$ cat src/rtl/credtab_pkg.sv
package credtab_pkg;

  // Field widths of the channel words
  localparam int unsigned OP_W    = 3;
  localparam int unsigned SLOT_FW = 5;
  localparam int unsigned FID_W   = 16;
  localparam int unsigned ST_W    = 3;

  typedef enum logic [OP_W-1:0] {
    OP_CLONE    = 3'd0,
    OP_DROP     = 3'd1,
    OP_QUERY    = 3'd2,
    OP_SET_UID  = 3'd3,
    OP_SET_EUID = 3'd4,
    OP_SET_GID  = 3'd5,
    OP_SET_EGID = 3'd6
  } op_t;

  typedef enum logic [ST_W-1:0] {
    ST_OK      = 3'd0,
    ST_INVALID = 3'd1,
    ST_DENIED  = 3'd2,
    ST_FULL    = 3'd3,
    ST_ROOT    = 3'd4
  } status_t;

  // Commands from the controller to the datapath
  typedef struct packed {
    logic load;    // capture the input word and start the table read
    logic commit;  // write back the table and load the result register
  } credtab_cmd_t;

endpackage

$ cat src/rtl/credtab_if.sv
interface credtab_in_if;
  import credtab_pkg::*;
  logic                 valid;
  logic                 ready;
  logic [OP_W-1:0]      operation;
  logic [SLOT_FW-1:0]   slot;
  logic [FID_W-1:0]     new_id;

  modport source (output valid, operation, slot, new_id, input ready);
  modport sink   (input valid, operation, slot, new_id, output ready);
endinterface

interface credtab_out_if;
  import credtab_pkg::*;
  logic                 valid;
  logic                 ready;
  logic [ST_W-1:0]      status;
  logic [SLOT_FW-1:0]   result_slot;
  logic [FID_W-1:0]     user_id;
  logic [FID_W-1:0]     group_id;
  logic [FID_W-1:0]     eff_user_id;
  logic [FID_W-1:0]     eff_group_id;
  logic                 superuser;

  modport source (output valid, status, result_slot, user_id, group_id, eff_user_id,
                  eff_group_id, superuser, input ready);
  modport sink   (input valid, status, result_slot, user_id, group_id, eff_user_id,
                  eff_group_id, superuser, output ready);
endinterface

$ cat src/rtl/credtab_ctrl.sv
module credtab_ctrl (
  input  logic                       clk,
  input  logic                       rst_n,
  input  logic                       in_valid,
  output logic                       in_ready,
  output logic                       out_valid,
  input  logic                       out_ready,
  output credtab_pkg::credtab_cmd_t  cmd
);
  import credtab_pkg::*;

  typedef enum logic [1:0] {
    S_IDLE = 2'b01,
    S_EXEC = 2'b10
  } state_t;

  state_t state_r, state_nxt;
  logic   out_valid_r, out_valid_nxt;
  logic   commit;

  assign in_ready   = (state_r == S_IDLE);
  assign cmd.load   = in_valid && in_ready;
  assign cmd.commit = commit;
  assign out_valid  = out_valid_r;

  always_comb begin
    state_nxt = state_r;
    commit    = 1'b0;
    unique case (state_r)
      S_IDLE: begin
        if (in_valid) state_nxt = S_EXEC;
      end
      S_EXEC: begin
        // hold until the result register is free
        if (!out_valid_r || out_ready) begin
          commit    = 1'b1;
          state_nxt = S_IDLE;
        end
      end
      default: state_nxt = S_IDLE;
    endcase
  end

  always_comb begin
    if (commit) begin
      out_valid_nxt = 1'b1;
    end else if (out_ready) begin
      out_valid_nxt = 1'b0;
    end else begin
      out_valid_nxt = out_valid_r;
    end
  end

  always_ff @(posedge clk) begin
    if (!rst_n) begin
      state_r     <= S_IDLE;
      out_valid_r <= 1'b0;
    end else begin
      state_r     <= state_nxt;
      out_valid_r <= out_valid_nxt;
    end
  end

endmodule

$ cat src/rtl/credtab_dp.sv
module credtab_dp #(
  parameter int unsigned TABLE_ENTRIES = 32,
  parameter int unsigned ID_BITS       = 16
) (
  input  logic                               clk,
  input  logic                               rst_n,
  input  credtab_pkg::credtab_cmd_t          cmd,
  input  logic [credtab_pkg::OP_W-1:0]       in_operation,
  input  logic [credtab_pkg::SLOT_FW-1:0]    in_slot,
  input  logic [credtab_pkg::FID_W-1:0]      in_new_id,
  output logic [credtab_pkg::ST_W-1:0]       out_status,
  output logic [credtab_pkg::SLOT_FW-1:0]    out_result_slot,
  output logic [credtab_pkg::FID_W-1:0]      out_user_id,
  output logic [credtab_pkg::FID_W-1:0]      out_group_id,
  output logic [credtab_pkg::FID_W-1:0]      out_eff_user_id,
  output logic [credtab_pkg::FID_W-1:0]      out_eff_group_id,
  output logic                               out_superuser
);
  import credtab_pkg::*;

  localparam int unsigned SLOT_W = $clog2(TABLE_ENTRIES);

  typedef struct packed {
    logic [ID_BITS-1:0] ru;
    logic [ID_BITS-1:0] rg;
    logic [ID_BITS-1:0] eu;
    logic [ID_BITS-1:0] eg;
    logic [ID_BITS-1:0] su;
    logic [ID_BITS-1:0] sg;
  } ent_t;

  ent_t cred_mem [TABLE_ENTRIES];

  logic [TABLE_ENTRIES-1:0] valid_r;
  logic                     root_wr_r;
  logic [ID_BITS-1:0]       root_uid_r;
  ent_t                     rd_r;
  logic                     rd_zero_r;
  op_t                      op_r;
  logic [SLOT_FW-1:0]       slot_r;
  logic [SLOT_W-1:0]        idx_r;
  logic [ID_BITS-1:0]       v_r;
  logic                     ok_r;
  logic [SLOT_W-1:0]        free_idx_r, free_idx_nxt;
  logic                     free_any_r, free_any_nxt;

  logic [ST_W-1:0]          status_r;
  logic [SLOT_FW-1:0]       result_slot_r;
  logic [FID_W-1:0]         user_id_r;
  logic [FID_W-1:0]         group_id_r;
  logic [FID_W-1:0]         eff_user_id_r;
  logic [FID_W-1:0]         eff_group_id_r;
  logic                     superuser_r;

  logic [SLOT_W-1:0]  in_idx;
  logic               in_ok;
  ent_t               cur, upd;
  logic               su_cur, su_new, show, wr;
  logic [SLOT_W-1:0]  waddr;
  logic               set_valid, clr_valid;
  logic [ID_BITS-1:0] ref_uid;
  status_t            status;
  logic [SLOT_FW-1:0] res_slot;

  assign in_idx = SLOT_W'(in_slot);
  assign in_ok  = (in_operation <= OP_SET_EGID) &&
                  (32'(in_slot) < 32'(TABLE_ENTRIES)) && valid_r[in_idx];

  // lowest free slot, refreshed every cycle from the valid bits
  always_comb begin
    free_idx_nxt = '0;
    free_any_nxt = 1'b0;
    for (int i = TABLE_ENTRIES - 1; i >= 0; i--) begin
      if (!valid_r[i]) begin
        free_idx_nxt = SLOT_W'(i);
        free_any_nxt = 1'b1;
      end
    end
  end

  // slot 0 reads as all zero until first written
  assign cur    = rd_zero_r ? '0 : rd_r;
  assign su_cur = (cur.ru == root_uid_r) || (cur.eu == root_uid_r);

  always_comb begin
    status    = ST_OK;
    upd       = cur;
    show      = 1'b1;
    wr        = 1'b0;
    waddr     = idx_r;
    set_valid = 1'b0;
    clr_valid = 1'b0;
    res_slot  = slot_r;
    if (!ok_r) begin
      status = ST_INVALID;
      show   = 1'b0;
    end else begin
      case (op_r)
        OP_CLONE: begin
          if (free_any_r) begin
            wr        = 1'b1;
            set_valid = 1'b1;
            waddr     = free_idx_r;
            res_slot  = SLOT_FW'(free_idx_r);
          end else begin
            status = ST_FULL;
            show   = 1'b0;
          end
        end
        OP_DROP: begin
          if (idx_r == '0) begin
            status = ST_ROOT;
          end else begin
            clr_valid = 1'b1;
            show      = 1'b0;
          end
        end
        OP_QUERY: ;
        OP_SET_UID: begin
          if (su_cur) begin
            upd.ru = v_r; upd.eu = v_r; upd.su = v_r; wr = 1'b1;
          end else if (cur.ru == v_r || cur.su == v_r) begin
            upd.eu = v_r; wr = 1'b1;
          end else begin
            status = ST_DENIED;
          end
        end
        OP_SET_EUID: begin
          if (su_cur || cur.eu == v_r) begin
            upd.eu = v_r; wr = 1'b1;
          end else begin
            status = ST_DENIED;
          end
        end
        OP_SET_GID: begin
          if (su_cur) begin
            upd.rg = v_r; upd.eg = v_r; upd.sg = v_r; wr = 1'b1;
          end else if (cur.rg == v_r || cur.sg == v_r) begin
            upd.eg = v_r; wr = 1'b1;
          end else begin
            status = ST_DENIED;
          end
        end
        default: begin
          if (su_cur || cur.eg == v_r) begin
            upd.eg = v_r; wr = 1'b1;
          end else begin
            status = ST_DENIED;
          end
        end
      endcase
    end
  end

  // a change to root's real uid moves the reference at once
  assign ref_uid = (waddr == '0) ? upd.ru : root_uid_r;
  assign su_new  = show && ((upd.ru == ref_uid) || (upd.eu == ref_uid));

  assign out_status       = status_r;
  assign out_result_slot  = result_slot_r;
  assign out_user_id      = user_id_r;
  assign out_group_id     = group_id_r;
  assign out_eff_user_id  = eff_user_id_r;
  assign out_eff_group_id = eff_group_id_r;
  assign out_superuser    = superuser_r;

  always_ff @(posedge clk) begin
    if (cmd.commit && wr) cred_mem[waddr] <= upd;
    if (cmd.load) rd_r <= cred_mem[in_idx];
  end

  always_ff @(posedge clk) begin
    if (cmd.load) begin
      op_r      <= op_t'(in_operation);
      slot_r    <= in_slot;
      idx_r     <= in_idx;
      v_r       <= ID_BITS'(in_new_id);
      ok_r      <= in_ok;
      rd_zero_r <= (in_idx == '0) && !root_wr_r;
    end
    free_idx_r <= free_idx_nxt;
    free_any_r <= free_any_nxt;
    if (cmd.commit) begin
      status_r       <= status;
      result_slot_r  <= res_slot;
      user_id_r      <= show ? FID_W'(upd.ru) : '0;
      group_id_r     <= show ? FID_W'(upd.rg) : '0;
      eff_user_id_r  <= show ? FID_W'(upd.eu) : '0;
      eff_group_id_r <= show ? FID_W'(upd.eg) : '0;
      superuser_r    <= su_new;
    end
  end

  always_ff @(posedge clk) begin
    if (!rst_n) begin
      valid_r    <= TABLE_ENTRIES'(1);
      root_wr_r  <= 1'b0;
      root_uid_r <= '0;
    end else if (cmd.commit) begin
      if (set_valid) valid_r[waddr] <= 1'b1;
      if (clr_valid) valid_r[waddr] <= 1'b0;
      if (wr && waddr == '0) begin
        root_wr_r  <= 1'b1;
        root_uid_r <= upd.ru;
      end
    end
  end

endmodule

$ cat src/rtl/credential_table_with_setid_rules_top.sv
// Credential table with set-ID rules. Holds TABLE_ENTRIES slots, each with a
// valid bit and real, effective and saved user and group IDs of ID_BITS bits;
// slot 0 is root, valid from reset with all IDs zero, and cannot be dropped.
// Each input word carries an operation (clone, drop, query, set uid/euid/
// gid/egid), a slot and a new ID, and yields exactly one result word with a
// status, the result slot, the slot's IDs after the operation and its
// superuser flag (real or effective uid equal to root's current real uid).
// The block takes no new word until the previous one is written back. The
// first step reads the target entry from the single-port credential memory
// into a register; the second applies the rules, writes back and loads the
// result register. A new word is taken while the previous result still
// waits on out_ch; the write-back stalls only when that result has not yet
// been taken. No clearing pass is needed after reset: valid bits live in
// flip-flops and root's entry reads as zero until first written.
module credential_table_with_setid_rules_top #(
  parameter int unsigned TABLE_ENTRIES = 32,
  parameter int unsigned ID_BITS       = 16
) (
  input  logic          clk,
  input  logic          rst_n,
  credtab_in_if.sink    in_ch,
  credtab_out_if.source out_ch
);
  import credtab_pkg::*;

  credtab_cmd_t cmd;

  // sequencing: accept, then write back when the result register is free
  credtab_ctrl u_ctrl (
    .clk       (clk),
    .rst_n     (rst_n),
    .in_valid  (in_ch.valid),
    .in_ready  (in_ch.ready),
    .out_valid (out_ch.valid),
    .out_ready (out_ch.ready),
    .cmd       (cmd)
  );

  // table, rule evaluation and result register
  credtab_dp #(
    .TABLE_ENTRIES (TABLE_ENTRIES),
    .ID_BITS       (ID_BITS)
  ) u_dp (
    .clk              (clk),
    .rst_n            (rst_n),
    .cmd              (cmd),
    .in_operation     (in_ch.operation),
    .in_slot          (in_ch.slot),
    .in_new_id        (in_ch.new_id),
    .out_status       (out_ch.status),
    .out_result_slot  (out_ch.result_slot),
    .out_user_id      (out_ch.user_id),
    .out_group_id     (out_ch.group_id),
    .out_eff_user_id  (out_ch.eff_user_id),
    .out_eff_group_id (out_ch.eff_group_id),
    .out_superuser    (out_ch.superuser)
  );

endmodule

$ cat src/flat_wrapper.sv
// flat-port wrapper written by rule: the top's interface ports become plain ports
module credential_table_with_setid_rules_top_flat import credtab_pkg::*;
#(
  parameter int unsigned TABLE_ENTRIES = 32,
  parameter int unsigned ID_BITS       = 16
)
  (clk, rst_n, in_ch_valid, in_ch_operation, in_ch_slot, in_ch_new_id, in_ch_ready, out_ch_valid, out_ch_status, out_ch_result_slot, out_ch_user_id, out_ch_group_id, out_ch_eff_user_id, out_ch_eff_group_id, out_ch_superuser, out_ch_ready);
  credtab_in_if in_ch_i ();
  credtab_out_if out_ch_i ();
  input  logic clk;
  input  logic rst_n;
  input wire logic [$bits(in_ch_i.valid)-1:0] in_ch_valid;
  input wire logic [$bits(in_ch_i.operation)-1:0] in_ch_operation;
  input wire logic [$bits(in_ch_i.slot)-1:0] in_ch_slot;
  input wire logic [$bits(in_ch_i.new_id)-1:0] in_ch_new_id;
  output wire logic [$bits(in_ch_i.ready)-1:0] in_ch_ready;
  output wire logic [$bits(out_ch_i.valid)-1:0] out_ch_valid;
  output wire logic [$bits(out_ch_i.status)-1:0] out_ch_status;
  output wire logic [$bits(out_ch_i.result_slot)-1:0] out_ch_result_slot;
  output wire logic [$bits(out_ch_i.user_id)-1:0] out_ch_user_id;
  output wire logic [$bits(out_ch_i.group_id)-1:0] out_ch_group_id;
  output wire logic [$bits(out_ch_i.eff_user_id)-1:0] out_ch_eff_user_id;
  output wire logic [$bits(out_ch_i.eff_group_id)-1:0] out_ch_eff_group_id;
  output wire logic [$bits(out_ch_i.superuser)-1:0] out_ch_superuser;
  input wire logic [$bits(out_ch_i.ready)-1:0] out_ch_ready;
  assign in_ch_i.valid = in_ch_valid;
  assign in_ch_i.operation = in_ch_operation;
  assign in_ch_i.slot = in_ch_slot;
  assign in_ch_i.new_id = in_ch_new_id;
  assign in_ch_ready = in_ch_i.ready;
  assign out_ch_valid = out_ch_i.valid;
  assign out_ch_status = out_ch_i.status;
  assign out_ch_result_slot = out_ch_i.result_slot;
  assign out_ch_user_id = out_ch_i.user_id;
  assign out_ch_group_id = out_ch_i.group_id;
  assign out_ch_eff_user_id = out_ch_i.eff_user_id;
  assign out_ch_eff_group_id = out_ch_i.eff_group_id;
  assign out_ch_superuser = out_ch_i.superuser;
  assign out_ch_i.ready = out_ch_ready;
  credential_table_with_setid_rules_top #(.TABLE_ENTRIES(TABLE_ENTRIES), .ID_BITS(ID_BITS)) u_core (.clk(clk), .rst_n(rst_n), .in_ch(in_ch_i), .out_ch(out_ch_i));
endmodule
$ cat config.mk
export PLATFORM = sky130hd
export DESIGN_NAME = credential_table_with_setid_rules_top_flat
export DESIGN_NICKNAME = d
export VERILOG_FILES = /design/src/rtl/credtab_pkg.sv /design/src/rtl/credtab_if.sv /design/src/rtl/credtab_ctrl.sv /design/src/rtl/credtab_dp.sv /design/src/rtl/credential_table_with_setid_rules_top.sv /design/src/flat_wrapper.sv
export SDC_FILE = /design/constraint.sdc
export NUM_CORES = 2
export LEC_CHECK = 0
export ABC_AREA = 0
export BUFFER_PORTS_ARGS = -buffer_cell sky130_fd_sc_hd__buf_2
export CORE_AREA = 3 3 595 892
export CTS_CLUSTER_DIAMETER = 150
export DETAILED_ROUTE_END_ITERATION = 8
export DIE_AREA = 0 0 598 895
export SLEW_MARGIN = 5
export SYNTH_ARGS = -nofsm -noshare
export SYNTH_HDL_FRONTEND = slang
export SYNTH_HIERARCHICAL = 1
export SYNTH_SLANG_ARGS = --single-unit
$ cat constraint.sdc
create_clock -name clk -period 6.85 [get_ports clk]
set_clock_uncertainty 0.15 [all_clocks]
set_input_delay 0 -clock clk [delete_from_list [all_inputs] [get_ports clk]]
set_output_delay 0 -clock clk [all_outputs]
set_load 0.005 [all_outputs]
==> results.py <==
metrics = {
    "outcome": {
        "status": "complete, no violations",
    },
    "pwr": {
        "power_density_nw_per_um2": 276,
        "power_leakage_nw": 46.5,
        "power.total_mw": 42.0,
        "irDropWorstVdd_uv": 227,
    },
    "detailed_routing": {
        "route.detailed.drc": 0,
        "vias": 64300,
        "wl_mm": 374,
        "wl_per_cell_um": 28.0,
        "first_iter_violations": 7277,
        "avgViaCountPerCell": 4.81,
        "drtPass1Iterations": 6,
        "antenna_left": 0,
    },
    "yosys": {
        "syn_nets": 5934,
        "synthFlopType": "edfxtp_1",
        "synth_top_family_by_area": "multiplexers",
        "synth_top_area_share_pct": 75.0,
        "async_flop_share_pct": 0,
        "synth-xor-area-share_pct": 0.690,
        "seq_area_frac_synth_pct": 75.9,
        "synth.area.mux_share_pct": 17.9,
        "yosys_warnings": 6,
        "ys_types": 72,
        "synth_cells": 5906,
        "synth_compound_area_share_pct": 1.87,
        "avgSynthCellArea_um2": 22.1,
        "synth_seq_cells": 3325,
        "synthTopCellsByArea": "edfxtp_1 75%, mux4_2 17%, mux2_2 0.91%",
        "synth-simple-area-share_pct": 2.35,
        "syn_area_um2": 131000,
        "synth_adder_area_share_pct": 0,
        "synth_edf_count": 3267,
        "synthTopCellsByCount": "3267 x edfxtp_1, 970 x mux4_2, 259 x clkbuf_1",
        "synth_top_cell_by_area": "edfxtp_1",
        "yosysMostFrequentCell": "edfxtp_1",
    },
    "setup_path": {
        "reg2reg_slack_ns": 0.75,
        "end_kind": "flop",
        "reg2reg_to": "u_core/u_dp/out_superuser$_DFFE_PP_",
        "crit_required_ns": 7.40,
        "setup.worst_path.start_class": "flop",
        "crit_start": "u_core/u_dp/rd_zero_r$_DFFE_PP_",
        "r2r-start": "u_core/u_dp/rd_zero_r$_DFFE_PP_",
        "rr_worst_depth": 14,
        "setup.worst_path.end": "u_core/u_dp/out_superuser$_DFFE_PP_",
        "critPathKind": "flop to flop",
        "cp_max_fo": 35,
        "worstPathArrival_ns": 6.65,
    },
    "final_layout": {
        "multi_input_area_um2": 30100,
        "fillers": 50500,
        "drive_gt1_share_pct": 30.3,
        "nets": 6277,
        "regArea_um2": 99300,
        "area_growth_pct": 16.2,
        "final_area_um2": 152000,
    },
    "global_route": {
        "grt_pass1_wl_mm": 525,
        "grt_antenna_before_repair": 24,
        "gr-usage-all-layers_pct": 13.6,
        "grt_pass1_vias": 66800,
        "grt_overflow": 0,
        "grt_max_degree": 107,
    },
    "place": {
        "portBuffers": 102,
        "dp_hpwl_mm": 225,
        "gp_congestion": 0.915,
        "placed_cell_area_um2": 142000,
    },
    "sta": {
        "setup_viol": 0,
        "rsz0062_at_grt": "no",
        "drv_slew": 0,
        "tns_ns": 0,
        "fin_crit_sh_pct": 89.0,
        "worstMarginPinSlew_ns": 1.44,
        "hold_viol": 0,
        "slew_headroom_pct": 3.26,
        "min_period_ns": 6.10,
        "fmax_mhz": 164,
    },
    "die": {
        "pin_count": 103,
        "core_um2": 523000,
        "die_h_um": 895,
        "dieArea_um2": 535000,
        "rows": 325,
        "initial_core_util_pct": 25.0,
        "chipWidth_um": 598,
    },
    "clock_tree": {
        "cts.sinks": 3325,
        "cts_root_buffer": "clkbuf_16",
        "clk_latency_ns": 0.94,
        "tritoncts": "done",
        "h-tree-depth": 5,
        "clk_pin_slew_ns": 0.07,
        "clockBufferDepth": 4,
        "numCtsBuffers": 290,
        "postCtsSetupBuffers": 0,
    },
    "worst_hold_path": {
        "min_from": "in_ch_slot[1]",
        "min_path_type": "primary input to flop",
    },
    "job": {
        "cap_violations": 0,
    },
}
registers in the layout, indices dropped and copies added, names as in the netlist, 2 cells and up:
register,cells
u_core/u_dp/op_r,3
u_core/u_dp/free_idx_r,5
u_core/u_dp/out_result_slot,5
u_core/u_dp/out_user_id,16
u_core/u_dp/out_status,3
u_core/u_dp/rd_r,96
u_core/u_dp/root_uid_r,16
u_core/u_dp/idx_r,5
u_core/u_ctrl/state_r,2
u_core/u_dp/v_r,16
u_core/u_dp/cred_mem,3072
u_core/u_dp/out_group_id,16
u_core/u_dp/out_eff_group_id,16
u_core/u_dp/valid_r,32
u_core/u_dp/out_eff_user_id,16
what timing repair did:
item	CTS	global route
gates resized for setup	0	0
endpoints found under the setup margin	0	0
endpoints found under the hold margin	161	0
hold buffers	49	0
how the worst min path moves through the flow:
| stage | to | depth (start not counted) |
|---|---|---|
| 5_1_grt | u_core/u_dp/idx_r[1]$_DFFE_PP_ | 2 |
| 3_3_place_gp | u_core/u_dp/v_r[15]$_DFFE_PP_ | 1 |
| 3_5_place_dp | u_core/u_dp/v_r[7]$_DFFE_PP_ | 1 |
| 4_1_cts | u_core/u_dp/idx_r[1]$_DFFE_PP_ | 2 |
| 6_report | u_core/u_dp/idx_r[1]$_DFFE_PP_ | 2 |
| 2_1_floorplan | u_core/u_ctrl/state_r[0]$_SDFFE_PN1P_ | 1 |
area by class of cell:
| type | instances | area share, % |
|---|---|---|
| diodes | 6 | 0.00988 |
| clock buffers | 338 | 4.98 |
| clock inverters | 179 | 1.23 |
| inverters | 50 | 0.123 |
| multi-input cells | 2153 | 19.8 |
| flip-flops and latches | 3325 | 65.3 |
| well taps | 6867 | 5.65 |
| repair buffers | 429 | 2.91 |
critical path: stages, from the launching register on:
cell	delay (ns)
edfxtp_1	0.75
buf_12	0.27
buf_4	0.32
o21ai_0	0.19
a32oi_1	0.22
and4_1	0.74
o21a_1	0.24
nor2_2	0.10
a21boi_0	1.13
inv_1	0.36
mux2i_1	0.46
xnor2_1	0.11
nor4_1	0.45
nand4_1	0.14
a31oi_1	0.24
placed cells by master, fill, tap and decap left out, drive strengths merged, types with 21 or more instances in the layout:
cell type       n
clkbuf        339
o21ai          91
nor4b          23
nand4          42
nor4bb         22
nor2b          66
mux2i          31
buf           379
clkinv        106
bufinv         31
mux2          106
nor2          193
o211ai         23
a21boi         21
dlygate4sd3    49
a31oi          48
nor3           24
a21oi          34
and3           31
a32oi          32
edfxtp       3267
dfxtp          58
xnor2          86
nand2         128
mux4          970
inv            75
a22o           32
where the power goes:
group          leakage, nW  internal [mW]  switching [mW]  total, mW
logic                 11.6          0.907            1.57       2.48
clock network         4.60           9.19            7.50       16.7
registers             30.3           22.7           0.146       22.8
through the flow:
stage / utilization [%] / cells / hold slack [ns] / worst slack [ns]
2_1_floorplan: - / 5906 / -0.0700 / 1.24
3_3_place_gp: 27.2 / 12800 / 0.0382 / 0.946
3_5_place_dp: 27.2 / 12800 / 0.0346 / 1.15
4_1_cts: 29.1 / 13300 / 0.0224 / 1.10
5_1_grt: 29.1 / 13300 / 0.0271 / 0.685
6_report: 29.1 / 13300 / 0.0575 / 0.753
routing by layer:
layer,up-vias,track usage [%],share of wire (%)
met3,675,1.49,5.5
met1,35200,16.0,36
met2,2776,25.0,54
met4,4,6.02,4.7
li1,25600,-,-
met5,-,0,0.020
kinds of logic after synthesis:
family / Yosys count
muxes: 1107
DFF: 3325
xor gates and xnor gates: 103
and+or+nand+nor: 593
buffers and inverters: 428
AOI/OAI and AO/OA: 350
(Power assumes the default switching activity.)
